### config.mk
export PLATFORM = sky130hd
export DESIGN_NAME = disk_scanline_span_generator_top
export DESIGN_NICKNAME = d
export VERILOG_FILES = /design/src/sv/dssg_pkg.sv /design/src/sv/dssg_adder.sv /design/src/sv/dssg_store.sv /design/src/sv/dssg_seq.sv /design/src/sv/disk_scanline_span_generator_top.sv
export SDC_FILE = /design/constraint.sdc
export NUM_CORES = 1
export LEC_CHECK = 0
export BUFFER_PORTS_ARGS = -buffer_cell sky130_fd_sc_hd__buf_2
export CORE_MARGIN = 4
export CORE_UTILIZATION = 38
export CTS_CLUSTER_SIZE = 40
export DETAILED_ROUTE_END_ITERATION = 12
export PLACE_DENSITY = 0.58
export SLEW_MARGIN = 20
export SYNTH_ARGS = -nofsm -noshare
export SYNTH_HDL_FRONTEND = slang
export SYNTH_HIERARCHICAL = 1
export SYNTH_SLANG_ARGS = --single-unit
### constraint.sdc
create_clock -name clk -period 4.4 [get_ports clk]
set_clock_uncertainty 0.15 [all_clocks]
set_input_delay 0.44 -clock clk [delete_from_list [all_inputs] [get_ports clk]]
set_output_delay 0.44 -clock clk [all_outputs]
set_load 0.005 [all_outputs]
### src/sv/dssg_pkg.sv
`default_nettype none
package dssg_pkg;

	localparam int MAX_LINE_WIDTH_DEF = 64;

	localparam int COORD_W = 16;
	localparam int SPAN_W  = 17;
	localparam int LW_W    = 7;
	localparam int XY_W    = 6;
	localparam int E_W     = 12;

	localparam int APB_DW  = 32;
	localparam int APB_AW  = 3;
	localparam int REG_IDX_W = APB_AW - 2;

	localparam logic [REG_IDX_W-1:0] REG_LINE_WIDTH = '0;
	localparam logic [LW_W-1:0]      LINE_WIDTH_RST = 7'd1;

	typedef enum logic {
		OP_ROW  = 1'b0,
		OP_STEP = 1'b1
	} adder_op_t;

endpackage
`default_nettype wire

### src/sv/dssg_adder.sv
`default_nettype none
module dssg_adder (
	input  dssg_pkg::adder_op_t                 op,
	input  logic signed [dssg_pkg::E_W-1:0]     e,
	input  logic        [dssg_pkg::XY_W-1:0]    x,
	input  logic        [dssg_pkg::XY_W-1:0]    y,
	output logic signed [dssg_pkg::E_W-1:0]     sum,
	output logic signed [dssg_pkg::E_W-1:0]     ex_step
);
	import dssg_pkg::*;

	logic signed [E_W-1:0] y8;
	logic signed [E_W-1:0] x8;
	logic signed [E_W-1:0] operand;

	// row entry adds 8y-4, an x step adds -(8(x+1)+4)
	assign y8      = {{(E_W-XY_W-3){1'b0}}, y, 3'b000};
	assign x8      = {{(E_W-XY_W-3){1'b0}}, x, 3'b000};
	assign ex_step = -(x8 + E_W'(12));
	assign operand = (op == OP_ROW) ? (y8 - E_W'(4)) : ex_step;
	assign sum     = e + operand;

endmodule
`default_nettype wire

### src/sv/dssg_store.sv
`default_nettype none
module dssg_store #(
	parameter int DEPTH = 32,
	parameter int AW    = 5
) (
	input  logic                          clk,
	input  logic                          wr_en,
	input  logic [AW-1:0]                 wr_addr,
	input  logic [dssg_pkg::LW_W-1:0]     wr_data,
	input  logic [AW-1:0]                 rd_addr,
	output logic [dssg_pkg::LW_W-1:0]     rd_data
);
	import dssg_pkg::*;

	logic [LW_W-1:0] mem_q [DEPTH];

	always_ff @(posedge clk) begin
		if (wr_en) begin
			mem_q[wr_addr] <= wr_data;
		end
		rd_data <= mem_q[rd_addr];
	end

endmodule
`default_nettype wire

### src/sv/dssg_seq.sv
`default_nettype none
module dssg_seq #(
	parameter int MAX_LINE_WIDTH = dssg_pkg::MAX_LINE_WIDTH_DEF,
	parameter int DEPTH          = 32,
	parameter int AW             = 5,
	parameter int NM_W           = 6
) (
	input  logic                                 clk,
	input  logic                                 arst_n,
	input  logic        [dssg_pkg::LW_W-1:0]     line_width,
	input  logic                                 in_valid,
	output logic                                 in_ready,
	input  logic signed [dssg_pkg::COORD_W-1:0]  center_x,
	input  logic signed [dssg_pkg::COORD_W-1:0]  center_y,
	output logic                                 out_valid,
	input  logic                                 out_ready,
	output logic signed [dssg_pkg::SPAN_W-1:0]   span_x,
	output logic signed [dssg_pkg::SPAN_W-1:0]   span_y,
	output logic        [dssg_pkg::LW_W-1:0]     span_width,
	output logic                                 last_span,
	output dssg_pkg::adder_op_t                  add_op,
	output logic signed [dssg_pkg::E_W-1:0]      add_e,
	output logic        [dssg_pkg::XY_W-1:0]     add_x,
	output logic        [dssg_pkg::XY_W-1:0]     add_y,
	input  logic signed [dssg_pkg::E_W-1:0]      add_sum,
	input  logic signed [dssg_pkg::E_W-1:0]      add_ex_step,
	output logic                                 st_wr_en,
	output logic        [AW-1:0]                 st_wr_addr,
	output logic        [dssg_pkg::LW_W-1:0]     st_wr_data,
	output logic        [AW-1:0]                 st_rd_addr,
	input  logic        [dssg_pkg::LW_W-1:0]     st_rd_data
);
	import dssg_pkg::*;

	typedef enum logic [5:0] {
		S_IDLE  = 6'b000001,
		S_ADD   = 6'b000010,
		S_STEP  = 6'b000100,
		S_EMIT  = 6'b001000,
		S_MRD   = 6'b010000,
		S_MEMIT = 6'b100000
	} state_t;

	state_t                    state_q;
	logic signed [COORD_W-1:0] cx_q;
	logic signed [COORD_W-1:0] cy_q;
	logic        [XY_W-1:0]    x_q;
	logic        [XY_W-1:0]    y_q;
	logic signed [E_W-1:0]     e_q;
	logic signed [E_W-1:0]     ex_q;
	logic        [NM_W-1:0]    nm_q;
	logic        [NM_W-1:0]    j_q;

	logic                      out_valid_q;
	logic signed [SPAN_W-1:0]  span_x_q;
	logic signed [SPAN_W-1:0]  span_y_q;
	logic        [LW_W-1:0]    span_width_q;
	logic                      last_span_q;

	logic                      accept;
	logic                      out_free;
	logic        [LW_W-1:0]    w_eff;
	logic        [XY_W-1:0]    y_init;
	logic signed [E_W-1:0]     y_init_e;
	logic signed [E_W-1:0]     e_init;
	logic                      on_boundary;
	logic        [LW_W-1:0]    row_width;
	logic                      row_store;
	logic                      row_load;
	logic                      mir_load;
	logic        [NM_W-1:0]    mir_off;
	logic signed [SPAN_W-1:0]  cx_ext;
	logic signed [SPAN_W-1:0]  cy_ext;
	logic signed [SPAN_W-1:0]  row_x;
	logic signed [SPAN_W-1:0]  row_y;
	logic signed [SPAN_W-1:0]  mir_x;
	logic signed [SPAN_W-1:0]  mir_y;

	assign in_ready = (state_q == S_IDLE);
	assign accept   = in_valid && in_ready;
	assign out_free = !out_valid_q || out_ready;

	always_comb begin
		if (line_width == '0) begin
			w_eff = LW_W'(1);
		end else if (line_width > LW_W'(MAX_LINE_WIDTH)) begin
			w_eff = LW_W'(MAX_LINE_WIDTH);
		end else begin
			w_eff = line_width;
		end
	end

	assign y_init   = XY_W'(w_eff[LW_W-1:1]) + XY_W'(1);
	assign y_init_e = {{(E_W-XY_W){1'b0}}, y_init};
	assign e_init   = w_eff[0] ? -((y_init_e <<< 2) + E_W'(3)) : -(y_init_e <<< 3);

	assign add_op = (state_q == S_ADD) ? OP_ROW : OP_STEP;
	assign add_e  = e_q;
	assign add_x  = x_q;
	assign add_y  = y_q;

	assign on_boundary = (e_q == ex_q);
	assign row_width   = (on_boundary && x_q != '0) ? {x_q, 1'b0} : {x_q, 1'b1};
	assign row_load    = (state_q == S_EMIT) && out_free;
	assign row_store   = (y_q != '0) && ((x_q != '0) || !on_boundary)
		&& (nm_q < NM_W'(DEPTH));
	assign mir_load    = (state_q == S_MEMIT) && out_free;

	assign st_wr_en   = row_load && row_store;
	assign st_wr_addr = nm_q[AW-1:0];
	assign st_wr_data = row_width;

	// stack read: next entry is fetched as soon as the current one leaves
	assign mir_off    = (mir_load ? (nm_q - j_q - NM_W'(1)) : (nm_q - j_q));
	assign st_rd_addr = mir_off[AW-1:0];

	assign cx_ext = {cx_q[COORD_W-1], cx_q};
	assign cy_ext = {cy_q[COORD_W-1], cy_q};
	assign row_x  = cx_ext - $signed({{(SPAN_W-XY_W){1'b0}}, x_q});
	assign row_y  = cy_ext - $signed({{(SPAN_W-XY_W){1'b0}}, y_q});
	assign mir_x  = cx_ext - $signed({{(SPAN_W-LW_W+1){1'b0}}, st_rd_data[LW_W-1:1]});
	assign mir_y  = cy_ext + $signed({{(SPAN_W-NM_W){1'b0}}, j_q});

	always_ff @(posedge clk or negedge arst_n) begin
		if (!arst_n) begin
			state_q     <= S_IDLE;
			out_valid_q <= 1'b0;
			nm_q        <= '0;
			j_q         <= '0;
		end else begin
			if (row_load || mir_load) begin
				out_valid_q <= 1'b1;
			end else if (out_ready) begin
				out_valid_q <= 1'b0;
			end
			unique case (state_q)
				S_IDLE: begin
					if (accept) begin
						nm_q    <= '0;
						state_q <= S_ADD;
					end
				end
				S_ADD: begin
					state_q <= S_STEP;
				end
				S_STEP: begin
					if (e_q[E_W-1]) begin
						state_q <= S_EMIT;
					end
				end
				S_EMIT: begin
					if (out_free) begin
						if (row_store) begin
							nm_q <= nm_q + NM_W'(1);
						end
						if (y_q != '0) begin
							state_q <= S_ADD;
						end else if (nm_q == '0) begin
							state_q <= S_IDLE;
						end else begin
							j_q     <= NM_W'(1);
							state_q <= S_MRD;
						end
					end
				end
				S_MRD: begin
					state_q <= S_MEMIT;
				end
				S_MEMIT: begin
					if (out_free) begin
						if (j_q == nm_q) begin
							state_q <= S_IDLE;
						end else begin
							j_q <= j_q + NM_W'(1);
						end
					end
				end
				default: begin
					state_q <= S_IDLE;
				end
			endcase
		end
	end

	// working registers of the midpoint loop
	always_ff @(posedge clk) begin
		if (accept) begin
			cx_q <= center_x;
			cy_q <= center_y;
			x_q  <= '0;
			y_q  <= y_init;
			e_q  <= e_init;
			ex_q <= -E_W'(4);
		end else if (state_q == S_ADD) begin
			e_q <= add_sum;
		end else if (state_q == S_STEP) begin
			if (!e_q[E_W-1]) begin
				x_q  <= x_q + XY_W'(1);
				ex_q <= add_ex_step;
				e_q  <= add_sum;
			end else begin
				y_q <= y_q - XY_W'(1);
			end
		end
	end

	always_ff @(posedge clk) begin
		if (row_load) begin
			span_x_q     <= row_x;
			span_y_q     <= row_y;
			span_width_q <= row_width;
			last_span_q  <= (y_q == '0) && (nm_q == '0);
		end else if (mir_load) begin
			span_x_q     <= mir_x;
			span_y_q     <= mir_y;
			span_width_q <= st_rd_data;
			last_span_q  <= (j_q == nm_q);
		end
	end

	assign out_valid  = out_valid_q;
	assign span_x     = span_x_q;
	assign span_y     = span_y_q;
	assign span_width = span_width_q;
	assign last_span  = last_span_q;

endmodule
`default_nettype wire

### src/sv/disk_scanline_span_generator_top.sv
// Filled-disk span generator. Each input beat carries a disk centre; the block returns
// line_width spans (diameter from the APB register at offset 0, 0 read as 1, values
// above MAX_LINE_WIDTH clamped), one per row in increasing y, last_span set on the
// final one. The block takes one disk at a time: in_ready stays low from the accepted
// beat until the final span has been loaded into the output register. The rows from the
// top down to the centre come from a midpoint error term run through one shared adder:
// each of the w/2+1 upper rows passes through S_ADD, S_STEP and S_EMIT, with S_STEP
// repeated for every x step (about w/2 steps in total), and the w/2-1 or so mirrored
// rows below the centre are read back from a small stack memory after a read-start
// state (S_MRD), one per cycle while the output is not stalled.
`default_nettype none
module disk_scanline_span_generator_top #(
	parameter int MAX_LINE_WIDTH = dssg_pkg::MAX_LINE_WIDTH_DEF
) (
	input  logic                                 clk,
	input  logic                                 arst_n,
	input  logic                                 psel,
	input  logic                                 penable,
	input  logic                                 pwrite,
	input  logic        [dssg_pkg::APB_AW-1:0]   paddr,
	input  logic        [dssg_pkg::APB_DW-1:0]   pwdata,
	output logic        [dssg_pkg::APB_DW-1:0]   prdata,
	output logic                                 pready,
	input  logic                                 in_valid,
	output logic                                 in_ready,
	input  logic signed [dssg_pkg::COORD_W-1:0]  center_x,
	input  logic signed [dssg_pkg::COORD_W-1:0]  center_y,
	output logic                                 out_valid,
	input  logic                                 out_ready,
	output logic signed [dssg_pkg::SPAN_W-1:0]   span_x,
	output logic signed [dssg_pkg::SPAN_W-1:0]   span_y,
	output logic        [dssg_pkg::LW_W-1:0]     span_width,
	output logic                                 last_span
);
	import dssg_pkg::*;

	localparam int STORE_DEPTH = (MAX_LINE_WIDTH / 2 > 0) ? MAX_LINE_WIDTH / 2 : 1;
	localparam int STORE_AW    = (STORE_DEPTH > 1) ? $clog2(STORE_DEPTH) : 1;
	localparam int NM_W        = $clog2(STORE_DEPTH + 1);

	logic [LW_W-1:0]      line_width_q;
	logic                 reg_sel;

	adder_op_t             add_op;
	logic signed [E_W-1:0] add_e;
	logic [XY_W-1:0]       add_x;
	logic [XY_W-1:0]       add_y;
	logic signed [E_W-1:0] add_sum;
	logic signed [E_W-1:0] add_ex_step;

	logic                  st_wr_en;
	logic [STORE_AW-1:0]   st_wr_addr;
	logic [LW_W-1:0]       st_wr_data;
	logic [STORE_AW-1:0]   st_rd_addr;
	logic [LW_W-1:0]       st_rd_data;

	assign pready  = 1'b1;
	assign reg_sel = (paddr[APB_AW-1:2] == REG_LINE_WIDTH);
	assign prdata  = reg_sel ? {{(APB_DW-LW_W){1'b0}}, line_width_q} : '0;

	always_ff @(posedge clk or negedge arst_n) begin
		if (!arst_n) begin
			line_width_q <= LINE_WIDTH_RST;
		end else if (psel && penable && pwrite && pready && reg_sel) begin
			line_width_q <= pwdata[LW_W-1:0];
		end
	end

	dssg_adder u_adder (
		.op      (add_op),
		.e       (add_e),
		.x       (add_x),
		.y       (add_y),
		.sum     (add_sum),
		.ex_step (add_ex_step)
	);

	dssg_store #(
		.DEPTH (STORE_DEPTH),
		.AW    (STORE_AW)
	) u_store (
		.clk     (clk),
		.wr_en   (st_wr_en),
		.wr_addr (st_wr_addr),
		.wr_data (st_wr_data),
		.rd_addr (st_rd_addr),
		.rd_data (st_rd_data)
	);

	dssg_seq #(
		.MAX_LINE_WIDTH (MAX_LINE_WIDTH),
		.DEPTH          (STORE_DEPTH),
		.AW             (STORE_AW),
		.NM_W           (NM_W)
	) u_seq (
		.clk         (clk),
		.arst_n      (arst_n),
		.line_width  (line_width_q),
		.in_valid    (in_valid),
		.in_ready    (in_ready),
		.center_x    (center_x),
		.center_y    (center_y),
		.out_valid   (out_valid),
		.out_ready   (out_ready),
		.span_x      (span_x),
		.span_y      (span_y),
		.span_width  (span_width),
		.last_span   (last_span),
		.add_op      (add_op),
		.add_e       (add_e),
		.add_x       (add_x),
		.add_y       (add_y),
		.add_sum     (add_sum),
		.add_ex_step (add_ex_step),
		.st_wr_en    (st_wr_en),
		.st_wr_addr  (st_wr_addr),
		.st_wr_data  (st_wr_data),
		.st_rd_addr  (st_rd_addr),
		.st_rd_data  (st_rd_data)
	);

endmodule
`default_nettype wire

==> metrics, run 1 <==
Reg-to-Reg End u_seq/span_x[8]; Max-Cap Viols 0; total track usage 0.156; Die Ht 221 um; Yosys reg bits 367; CP startpoint u_seq/state_q[1]; CTS Buf Count 41; Post-CTS Setup Bufs 0; sequential group share of total power 0.435; CTS clock-pin slew for the worst setup and hold paths 0.05 ns; Setup Viol. Count Final 0; DR pass1 iterations 5; die span in x 221 um; startpoint class of the critical path flip-flop; crit-path max FO 8; worst setup margin 0.302 ns; CTS Buffer Depth 3; clock share of power 0.320; initial antenna violation count 0; CP Data Required Time 4.55 ns; total number of vias 10200; Hold Crit Class in -> reg; commonest non-fill, non-tap cell in the layout edfxtp_1; Peak VDD IR 0.313 mV; leakage power 7.44 nW; worst path cell trace or4_4 > or3_1 > o21ai_0 > ha_1 > inv_1 > fa_1 > a21o_1 > a21oi_1 > o21bai_1 > a211oi_1 > buf_4 > nor2b_1 > xor2_1; first-pass GRT wire length 60600 um; post-synthesis sequential area ratio 0.617; status finished, final reports clean; die area 48900 sq um; ant diodes 0; worst skew pair latency 0.55 ns; CORE AREA 44500 sq um; layout cell share with drive strength beyond 1 0.222; max frequency 0.244 GHz; H-Tree Depth 2; RSZ-0062 raised after global routing no; startpoint of the worst register-to-register path u_seq/state_q[1]; Setup TNS Final 0 ns; global route overflow 0; combinational power share 0.244; CTS tree yes; R2R cell count 13; number of global-route vias before repair 10400; Yosys cell types 69; # IOs 151; CP peak stage delay 0.56 ns; hold_sp in_valid; asr flop ratio synth 0.0708; Period minus WS final 4.10 ns; R2R Setup Slk 0.30 ns; power density over the cells 506 nW/um^2; critical path type reg -> reg; synth warn 6; routed length per instance 19.3 um; Syn Inst Count 1206; placer congestion estimate 0.812; DP HPWL 25800 um; row count 77; DRC viols 0; Fillers 3943; Critical Path AT 4.24 ns; WHS Path Cells 4; period utilisation layout 0.931; Primary FF master, synth edfxtp_1; Post-synth EDFFs 316; Syn-to-layout area delta 16.7%; Switching Share 0.294; largest net degree at the start of global routing 57; Switch Pwr 0.00299 W; Power Internal 0.00720 W; clock net sink count 367; Worst Path Buf+Inv 2; most frequent cells in the layout edfxtp_1 (316), buf_2 (97), nor2_1 (87), nand2_1 (87), mux4_2 (70); Final Max Slew Viols 0; Post-Route WL 38600 um; Iter 0 DRT Violations 837; pre-CTS setup slack 0.167 ns; Initial Utilization 0.388; Final ANT Viol Nets 0; hold endpoint u_seq/state_q[0]; max_slew headroom 0.453; Via density 5.10; area of the multi-input gates 6040 sq um; Avg Inst Size Synth 14.3 sq um; Setup crit end kind flip-flop; register area 10600 sq um; Hold Violations, Final 0; CP top delay family compound AO/OA/AOI/OAI gates; nets 1504; input/output buffers 97; Worst Tran Pin Value 0.813 ns; critical path's slowest cell or4_4; Mapped Area 17300 sq um; CTS root buffer clkbuf_16
-- how the worst max path moves through the flow --
| stage | end | cells past startpoint | slack, ns |
|---|---|---|---|
| 6_report | u_seq/span_x[8] | 13 | 0.30 |
| 5_1_grt | u_seq/span_y[15] | 11 | 0.10 |
| 4_1_cts | u_seq/span_y[13] | 11 | 0.15 |
| 3_5_place_dp | u_seq/span_y[13] | 11 | 0.17 |
| 3_3_place_gp | u_seq/span_y[13] | 11 | 0.28 |
| 2_1_floorplan | u_seq/span_x[8] | 14 | 0.49 |
-- sequential cells by signal, summed over array words and instances, names as in the netlist --
register	flops
u_seq/out_valid	1
u_seq/span_x	17
u_seq/cy_q	16
u_store/rd_data	7
u_seq/j_q	6
u_seq/nm_q	6
line_width_q	7
u_seq/last_span	1
u_seq/add_e	12
u_seq/state_q	6
u_seq/add_x	6
u_store/mem_q	224
u_seq/add_y	6
u_seq/cx_q	16
u_seq/span_width	7
u_seq/ex_q	12
u_seq/span_y	17
-- power groups by stage --
stage | registers, W | clock network, W | logic, W
after floorplan | 0.00440 | 0 | 0.00195
after global placement | 0.00450 | 0 | 0.00241
after detailed placement | 0.00451 | 0 | 0.00245
after CTS | 0.00444 | 0.00336 | 0.00250
after global routing | 0.00447 | 0.00350 | 0.00278
final | 0.00443 | 0.00327 | 0.00249
-- synthesized netlist by cell type (4+ instances only) --
| master | n | area (sq um) |
|---|---|---|
| a211oi_1 | 5 | 37.5 |
| a21o_1 | 16 | 120 |
| a21oi_1 | 42 | 210 |
| a22o_1 | 5 | 43.8 |
| a31oi_1 | 5 | 31.3 |
| and2b_2 | 7 | 61.3 |
| and3_1 | 12 | 75.1 |
| buf_1 | 4 | 15.0 |
| buf_2 | 7 | 35.0 |
| buf_4 | 45 | 338 |
| buf_6 | 6 | 67.6 |
| clkbuf_1 | 21 | 78.8 |
| conb_1 | 4 | 15.0 |
| dfrtp_1 | 24 | 601 |
| dfxtp_1 | 25 | 500 |
| edfxtp_1 | 316 | 9490 |
| fa_1 | 4 | 80.1 |
| ha_1 | 50 | 626 |
| inv_1 | 42 | 158 |
| mux2_2 | 16 | 180 |
| mux2i_1 | 12 | 120 |
| mux4_2 | 70 | 1580 |
| nand2_1 | 87 | 327 |
| nand2b_1 | 10 | 62.6 |
| nand3_1 | 36 | 180 |
| nand3b_1 | 11 | 82.6 |
| nand4_1 | 11 | 68.8 |
| nor2_1 | 88 | 330 |
| nor2b_1 | 10 | 62.6 |
| nor3_1 | 20 | 100 |
| nor4_1 | 7 | 43.8 |
| o211ai_1 | 4 | 30.0 |
| o21a_1 | 6 | 45.0 |
| o21ai_0 | 34 | 170 |
| o2bb2ai_1 | 4 | 35.0 |
| o31ai_1 | 5 | 37.5 |
| or2_2 | 4 | 25.0 |
| or3_1 | 4 | 25.0 |
| xnor2_1 | 57 | 499 |
| xor2_1 | 26 | 228 |
-- timing repair --
action,CTS,global route
hold buffers,40,0
gates resized for setup,0,1
endpoints found under the hold margin,63,0
endpoints found under the setup margin,0,3
-- cell families after synthesis --
group / Yosys count / share of synthesized area
muxes: 98 / 0.109
buffers and inverters: 126 / 0.0403
xor gates and xnor gates: 83 / 0.0421
and+or+nand+nor: 326 / 0.0942
other: 4 / 0.000870
AOI/OAI and AO/OA: 148 / 0.0558
adders and majority gates: 54 / 0.0409
DFF: 367 / 0.617
-- layer usage --
metal / global-route usage / share of wire
met1: 0.212 / 0.45
met2: 0.258 / 0.48
met3: 0.0293 / 0.049
met4: 0.0493 / 0.023
met5: 0 / 0
-- final cells by class --
class                   instances  share of cell area
clock buffers                  62              0.0570
clock inverters                14             0.00640
inverters                      43             0.00802
multi-input cells             740               0.300
flip-flops and latches        367               0.529
well taps                     592              0.0368
repair buffers                183              0.0630
-- through the flow --
step / util / hold slack (ns) / cell area (sq um) / total power [W] / std cells
6_report: 0.452 / 0.0987 / 20100 / 0.0102 / 2001
4_1_cts: 0.452 / 0.0673 / 20100 / 0.0103 / 2000
3_3_place_gp: 0.414 / 0.312 / 18400 / 0.00692 / 1884
5_1_grt: 0.452 / 0.120 / 20100 / 0.0107 / 2001
3_5_place_dp: 0.414 / 0.320 / 18400 / 0.00696 / 1884
2_1_floorplan: - / -0.00559 / 17400 / 0.00636 / 1233
-- worst reg2reg max path, cell delays in order (launching register included) --
cell and delay, ns:
dfrtp_1 0.44, or4_4 0.56, or3_1 0.39, o21ai_0 0.37, ha_1 0.26, inv_1 0.06
fa_1 0.39, a21o_1 0.18, a21oi_1 0.22, o21bai_1 0.13, a211oi_1 0.29, buf_4 0.18
nor2b_1 0.15, xor2_1 0.08
(Power assumes the default switching activity.)
==> run 2, diff against run 1 <==
==> constraint.sdc (replaced) <==
create_clock -name clk -period 4.4 [get_ports clk]
set_clock_uncertainty 0.15 [all_clocks]
set_input_delay 1.1 -clock clk [delete_from_list [all_inputs] [get_ports clk]]
set_output_delay 1.1 -clock clk [all_outputs]
set_load 0.005 [all_outputs]
==> run 2 against run 1 <==
Die area stayed put. Design area is 1.5% lower. Non-clock buffer count is 24 lower. First-iteration DRC count is 17% lower. Critical path depth stayed put. Worst hold slack better by 0.22 ns. Combinational power hardly changed. Sequential cell count stayed put. Via count is 0.26% lower. Critical path type unchanged.
==> metrics, run 2 (synthesis gave the netlist of run 1 again) <==
most frequent cells in the layout edfxtp_1 (316), buf_2 (97), nor2_1 (87), nand2_1 (87), mux4_2 (70) (unchanged); Critical Path AT 4.23 ns (was 4.24 ns); Hold Violations, Final 0 (unchanged); die area 48900 sq um (unchanged); initial antenna violation count 0 (unchanged); ant diodes 0 (unchanged); max frequency 0.245 GHz (was 0.244 GHz); CTS Buf Count 40 (was 41); CORE AREA 44500 sq um (unchanged); power density over the cells 513 nW/um^2 (was 506 nW/um^2); commonest non-fill, non-tap cell in the layout edfxtp_1 (unchanged); Hold Crit Class reg -> reg (was in -> reg); CTS clock-pin slew for the worst setup and hold paths 0.06 ns (was 0.05 ns); Max-Cap Viols 0 (unchanged); input/output buffers 97 (unchanged); Post-Route WL 37900 um (was 38600 um); global route overflow 0 (unchanged); Final Max Slew Viols 0 (unchanged); Iter 0 DRT Violations 691 (was 837); Fillers 4006 (was 3943); CTS tree yes (unchanged); DP HPWL 25900 um (was 25800 um); period utilisation layout 0.928 (was 0.931); placer congestion estimate 0.831 (was 0.812); Syn-to-layout area delta 15.0% (was 16.7%); clock net sink count 367 (unchanged); Setup Viol. Count Final 0 (unchanged); critical path's slowest cell or4_4 (unchanged); pre-CTS setup slack 0.0130 ns (was 0.167 ns); H-Tree Depth 2 (unchanged); row count 77 (unchanged); RSZ-0062 raised after global routing no (unchanged); total track usage 0.152 (was 0.156); worst skew pair latency 0.56 ns (was 0.55 ns); Peak VDD IR 0.288 mV (was 0.313 mV); max_slew headroom 0.409 (was 0.453); Period minus WS final 4.08 ns (was 4.10 ns); Setup TNS Final 0 ns (unchanged); routed length per instance 19.2 um (was 19.3 um); max reg flops 224 (unchanged); Min Hold Slack 0.323 ns (was 0.0987 ns); CTS root buffer clkbuf_16 (unchanged); hold bufs inserted after CTS 0 (was 40); Post-CTS Setup Bufs 0 (unchanged); total number of vias 10200 (about the same); worst setup margin 0.317 ns (was 0.302 ns); DRC viols 0 (unchanged); CP peak stage delay 0.56 ns (about the same); Initial Utilization 0.388 (unchanged); Die Ht 221 um (unchanged); CP Data Required Time 4.55 ns (about the same); first-pass GRT wire length 58900 um (was 60600 um); nets 1479 (was 1504); number of global-route vias before repair 10100 (was 10400); Final ANT Viol Nets 0 (unchanged); leakage power 7.36 nW (was 7.44 nW); crit-path max FO 8 (unchanged); CTS Buffer Depth 3 (unchanged); total power draw 0.0102 W (about the same); post-CTS sizing 0 (unchanged); die span in x 221 um (unchanged); Via density 5.16 (was 5.10); worst path cell trace or4_4 > or3_1 > o21ai_0 > ha_1 > inv_1 > fa_1 > a21o_1 > a21oi_1 > o21bai_1 > a211oi_1 > buf_4 > nor2b_1 > xor2_1 (unchanged); critical path type reg -> reg (unchanged); DR pass1 iterations 5 (unchanged); # IOs 151 (unchanged); Setup crit end kind flip-flop (unchanged); Worst Tran Pin Value 0.877 ns (was 0.813 ns); status finished, final reports clean (unchanged); startpoint class of the critical path flip-flop (unchanged); Largest Register u_store/mem_q (unchanged); largest net degree at the start of global routing 47 (was 57); layout cell share with drive strength beyond 1 0.241 (was 0.222)
-- run 2: cell count changes in the layout (fill, tap and decap cells not counted), sizes merged --
cell / change
dlygate4sd3: -40
clkbuf: -13
clkinv: +7
buf: +16
bufinv: +1
-- run 2: worst max-delay path: cells and delay by family, from the launching register on --
family / cells / cell delay, ns
compound gates: 5 / 1.15
xor+xnor: 1 / 0.08
fa+ha+maj: 2 / 0.62
buf+inv: 2 / 0.23
flops: 1 / 0.45
simple gates: 3 / 1.14
-- run 2: cell type report --
| cell class | instances | area [sq um] | area share |
|---|---|---|---|
| clock buffer | 49 | 1060 | 0.0537 |
| clock inverter | 22 | 210 | 0.0106 |
| tap | 592 | 741 | 0.0373 |
| timing repair buffer | 159 | 976 | 0.0492 |
| inverter | 43 | 161 | 0.00814 |
| sequential | 367 | 10600 | 0.537 |
| multi-input combinational | 740 | 6040 | 0.304 |
-- run 2: report_power, final --
part           internal [W]  switching, W  total, W
clock               0.00191       0.00135   0.00325
combinational       0.00109       0.00139   0.00248
sequential          0.00418      0.000255   0.00443
-- run 2: final timing paths --
kind / to / slack, ns / start / cells after the start
setup reg to reg: u_seq/span_x[8] / 0.32 / u_seq/state_q[1] / 13
max in group asynchronous: u_seq/out_valid / 3.25 / arst_n / 1
setup / recovery: u_seq/span_x[8] / 0.32 / u_seq/state_q[1] / 13
hold reg to reg: u_seq/ex_q[1] / 0.32 / u_seq/ex_q[1] / 2
min in group asynchronous: line_width_q[5] / 0.42 / arst_n / 1
hold / removal: u_seq/ex_q[1] / 0.32 / u_seq/ex_q[1] / 2
-- run 2: metrics by stage --
stage | area (sq um) | instances | utilization
after floorplan | 17400 | 1233 | -
final | 19800 | 1972 | 0.446
after global routing | 19800 | 1972 | 0.446
after CTS | 19800 | 1972 | 0.446
after global placement | 18600 | 1901 | 0.417
after detailed placement | 18600 | 1901 | 0.417
-- run 2: metal layers --
metal  GRT usage  wire length [um]
met4      0.0471               835
met5           0                 0
met3      0.0289              1830
met1       0.206             16900
met2       0.251             18400
==> run 3, diff against run 2 <==
--- a/config.mk
+++ b/config.mk
@@ -5,13 +5,14 @@
 export SDC_FILE = /design/constraint.sdc
 export NUM_CORES = 1
 export LEC_CHECK = 0
+export ABC_AREA = 1
 export BUFFER_PORTS_ARGS = -buffer_cell sky130_fd_sc_hd__buf_2
 export CORE_MARGIN = 4
 export CORE_UTILIZATION = 38
 export CTS_CLUSTER_SIZE = 40
 export DETAILED_ROUTE_END_ITERATION = 12
 export PLACE_DENSITY = 0.58
-export SLEW_MARGIN = 20
+export SLEW_MARGIN = 30
 export SYNTH_ARGS = -nofsm -noshare
 export SYNTH_HDL_FRONTEND = slang
 export SYNTH_HIERARCHICAL = 1
==> run 3 against run 2 <==
Worst setup slack better by 0.46 ns. Die area up 6.0%. Via count up 29%. Design area up 4.1%. Core utilization down 1.2 points. Non-clock buffer count down 25. Sequential power up 5%. Synthesized cell count up 58%. Critical path depth up 3. Largest power group is now combinational logic. Global-route usage up 1.3 points. Sequential cell count unchanged. Sequential share of layout area down 2.1 points.
==> metrics, run 3 <==
cell area after layout 20600 sq um (was 19800 sq um); final std cells w/o fill 2648 (was 1972); most frequent cells in the layout nand2_1 (573), edfxtp_1 (316), nand3_1 (256), inv_1 (154), nor2_1 (128) (was edfxtp_1 (316), buf_2 (97), nor2_1 (87), nand2_1 (87), mux4_2 (70)); Synth Area in XOR/XNOR 0.0287 (was 0.0421); Iter 0 DRT Violations 989 (was 691); Synth area leaders edfxtp_1 (52%), nand2_1 (12%), nand3_1 (7.0%), ha_1 (3.4%), dfrtp_1 (3.3%) (was edfxtp_1 (55%), mux4_2 (9.1%), ha_1 (3.6%), dfrtp_1 (3.5%), dfxtp_1 (2.9%)); ant diodes 0 (unchanged); period utilisation layout 0.823 (was 0.928); Hold Crit Class reg -> reg (unchanged); commonest non-fill, non-tap cell in the layout nand2_1 (was edfxtp_1); leakage power 8.74 nW (was 7.36 nW); max reg flops 224 (unchanged); startpoint class of the critical path flip-flop (unchanged); Max-Cap Viols 0 (unchanged); post-CTS sizing 0 (unchanged); largest net degree at the start of global routing 88 (was 47); CTS root buffer clkbuf_16 (unchanged); Yosys top cell area share 0.518 (was 0.550); total track usage 0.165 (was 0.152); DR pass1 iterations 7 (was 5); row count 80 (was 77); Peak VDD IR 0.298 mV (was 0.288 mV); asr flop ratio synth 0.0708 (unchanged); Final ANT Viol Nets 0 (unchanged); Yosys reg bits 367 (unchanged); Via density 4.96 (was 5.16); critical path type reg -> reg (unchanged); Synth Area in Compound Gates 0.0349 (was 0.0558); largest family of logic cells by synthesized area simple AND/OR/NAND/NOR gates (was multiplexers); startpoint of the worst register-to-register path u_seq/nm_q[0] (was u_seq/state_q[1]); input/output buffers 97 (unchanged); die area 51800 sq um (was 48900 sq um); proportion of synthesized area in mux cells 0 (was 0.109); Largest Register u_store/mem_q (unchanged); Setup crit end u_store/rd_data[4] (was u_seq/span_x[8]); routed length per instance 16.4 um (was 19.2 um); # IOs 151 (unchanged); Synth Area in Simple Gates 0.243 (was 0.0942); Syn Inst Count 1901 (was 1206); total number of vias 13100 (was 10200); R2R cell count 16 (was 13); H-Tree Depth 2 (unchanged); area leader, netlist edfxtp_1 (unchanged); number of global-route vias before repair 12600 (was 10100); Cells after DPL 2576 (was 1901); Reg-to-Reg End u_store/rd_data[4] (was u_seq/span_x[8]); Post-CTS Setup Bufs 0 (unchanged); Die Ht 228 um (was 221 um); nets 2130 (was 1479); CTS Buffer Depth 3 (unchanged); most frequent cell after synthesis nand2_1 (was edfxtp_1); RSZ-0062 raised after global routing no (unchanged); CP Data Required Time 4.72 ns (was 4.55 ns); R2R Setup Slk 0.78 ns (was 0.32 ns); hold bufs inserted after CTS 0 (unchanged); status finished, final reports clean (unchanged); Avg Inst Size Synth 9.64 sq um (was 14.3 sq um); global route overflow 0 (unchanged); max frequency 0.276 GHz (was 0.245 GHz); Post-Route WL 43400 um (was 37900 um); Worst Tran Pin Value 0.921 ns (was 0.877 ns); Period minus WS final 3.62 ns (was 4.08 ns); first-pass GRT wire length 68200 um (was 58900 um); die span in x 228 um (was 221 um); Initial Utilization 0.384 (was 0.388); commonest cells in the netlist nand2_1 (573), edfxtp_1 (316), nand3_1 (256) (was edfxtp_1 (316), nor2_1 (88), nand2_1 (87)); CP startpoint u_seq/nm_q[0] (was u_seq/state_q[1]); crit-path max FO 56 (was 8); Setup crit end kind flip-flop (unchanged); Setup Viol. Count Final 0 (unchanged); synth warn 6 (unchanged); CTS tree yes (unchanged); utilization after layout 0.433 (was 0.446); DP HPWL 29200 um (was 25900 um); Critical Path AT 3.94 ns (was 4.23 ns); power density over the cells 666 nW/um^2 (was 513 nW/um^2); Final Max Slew Viols 0 (unchanged); Setup TNS Final 0 ns (unchanged); Post-Synth Adder-Cell Area 0.0385 (was 0.0409); Mapped Area 18300 sq um (was 17300 sq um); clock net sink count 367 (unchanged); worst skew pair latency 0.54 ns (was 0.56 ns); Post-synth EDFFs 316 (unchanged); post-synthesis sequential area ratio 0.581 (was 0.617); CTS Buf Count 39 (was 40); DRC viols 0 (unchanged); max_slew headroom 0.379 (was 0.409); initial antenna violation count 1 (was 0); Syn-to-layout area delta 12.7% (was 15.0%); layout cell share with drive strength beyond 1 0.120 (was 0.241); Hold Violations, Final 0 (unchanged); Cell Area, Placed 19300 sq um (was 18600 sq um); Primary FF master, synth edfxtp_1 (unchanged); CTS clock-pin slew for the worst setup and hold paths 0.06 ns (about the same); CORE AREA 47600 sq um (was 44500 sq um); placer congestion estimate 0.898 (was 0.831); Yosys cell types 55 (was 69)
## run 3: cell count changes after synthesis, moves of 17 or more
| cell | before | now |
|---|---|---|
| nand2_1 | 87 | 573 |
| nand3_1 | 36 | 256 |
| inv_1 | 42 | 154 |
| mux4_2 | 70 | 0 |
| nor2_1 | 88 | 128 |
| xnor2_1 | 57 | 20 |
| buf_2 | 7 | 28 |
| clkbuf_1 | 21 | 4 |
| o21ai_0 | 34 | 51 |
## run 3: logic make-up (layout without fill, tap and decap cells)
group	count (synthesis)	count (layout)
XOR/XNOR	60	60
adder cells (fa/ha/maj)	54	54
AND/OR/NAND/NOR	1029	1029
other	4	31
flip-flops	367	367
AO/OA/AOI/OAI	119	119
buffers and inverters	268	373
## run 3: worst min path at each step
stage,startpoint,endpoint,slack [ns],cells past startpoint
finish,u_seq/ex_q[1],u_seq/ex_q[1],0.33,2
detailed placement,u_seq/ex_q[10],u_seq/ex_q[10],0.32,2
CTS,u_seq/ex_q[1],u_seq/ex_q[1],0.33,2
global placement,u_seq/ex_q[1],u_seq/ex_q[1],0.31,2
global route,u_seq/ex_q[10],u_seq/ex_q[10],0.35,2
floorplan,u_seq/ex_q[1],u_seq/ex_q[1],0.29,2
## run 3: cell type report
class	count	area [sq um]
sequential	367	10600
inverter	167	633
clock buffer	51	1100
clock inverter	21	211
tap	615	769
timing repair buffer	134	813
fill	4537	27000
multi-input combinational	1293	6470
## run 3: per-stage QoR
stage                     worst slack [ns]  total power (W)  hold WS, ns
final                                0.780           0.0138        0.330
after floorplan                      0.809          0.00895        0.293
after CTS                            0.835           0.0139        0.332
after global routing                 0.546           0.0148        0.353
after detailed placement             0.261           0.0105        0.318
after global placement               0.342           0.0104        0.307
## run 3: worst max-delay path, stage by stage (launching register included)
cell,delay (ns)
dfrtp_1,0.45
inv_1,0.17
ha_1,0.16
inv_1,0.06
fa_1,0.51
inv_1,0.06
ha_1,0.32
o21ai_4,0.47
inv_1,0.15
buf_12,0.23
nand3_1,0.14
nand3_1,0.13
nand2_1,0.18
nand2_1,0.07
nand2_1,0.08
nand2_1,0.06
nand2_1,0.12
## run 3: routing by layer
layer	share of wire	global-route usage
met1	0.46	0.233
met2	0.47	0.269
met3	0.058	0.0273
met4	0.019	0.0410
met5	0.00016	0
## run 3: power breakdown
part / switching, W / internal (W) / leakage [nW]
sequential: 0.000269 / 0.00437 / 3.50
combinational: 0.00395 / 0.00183 / 4.59
clock: 0.00134 / 0.00200 / 0.644
total: 0.00556 / 0.00820 / 8.74
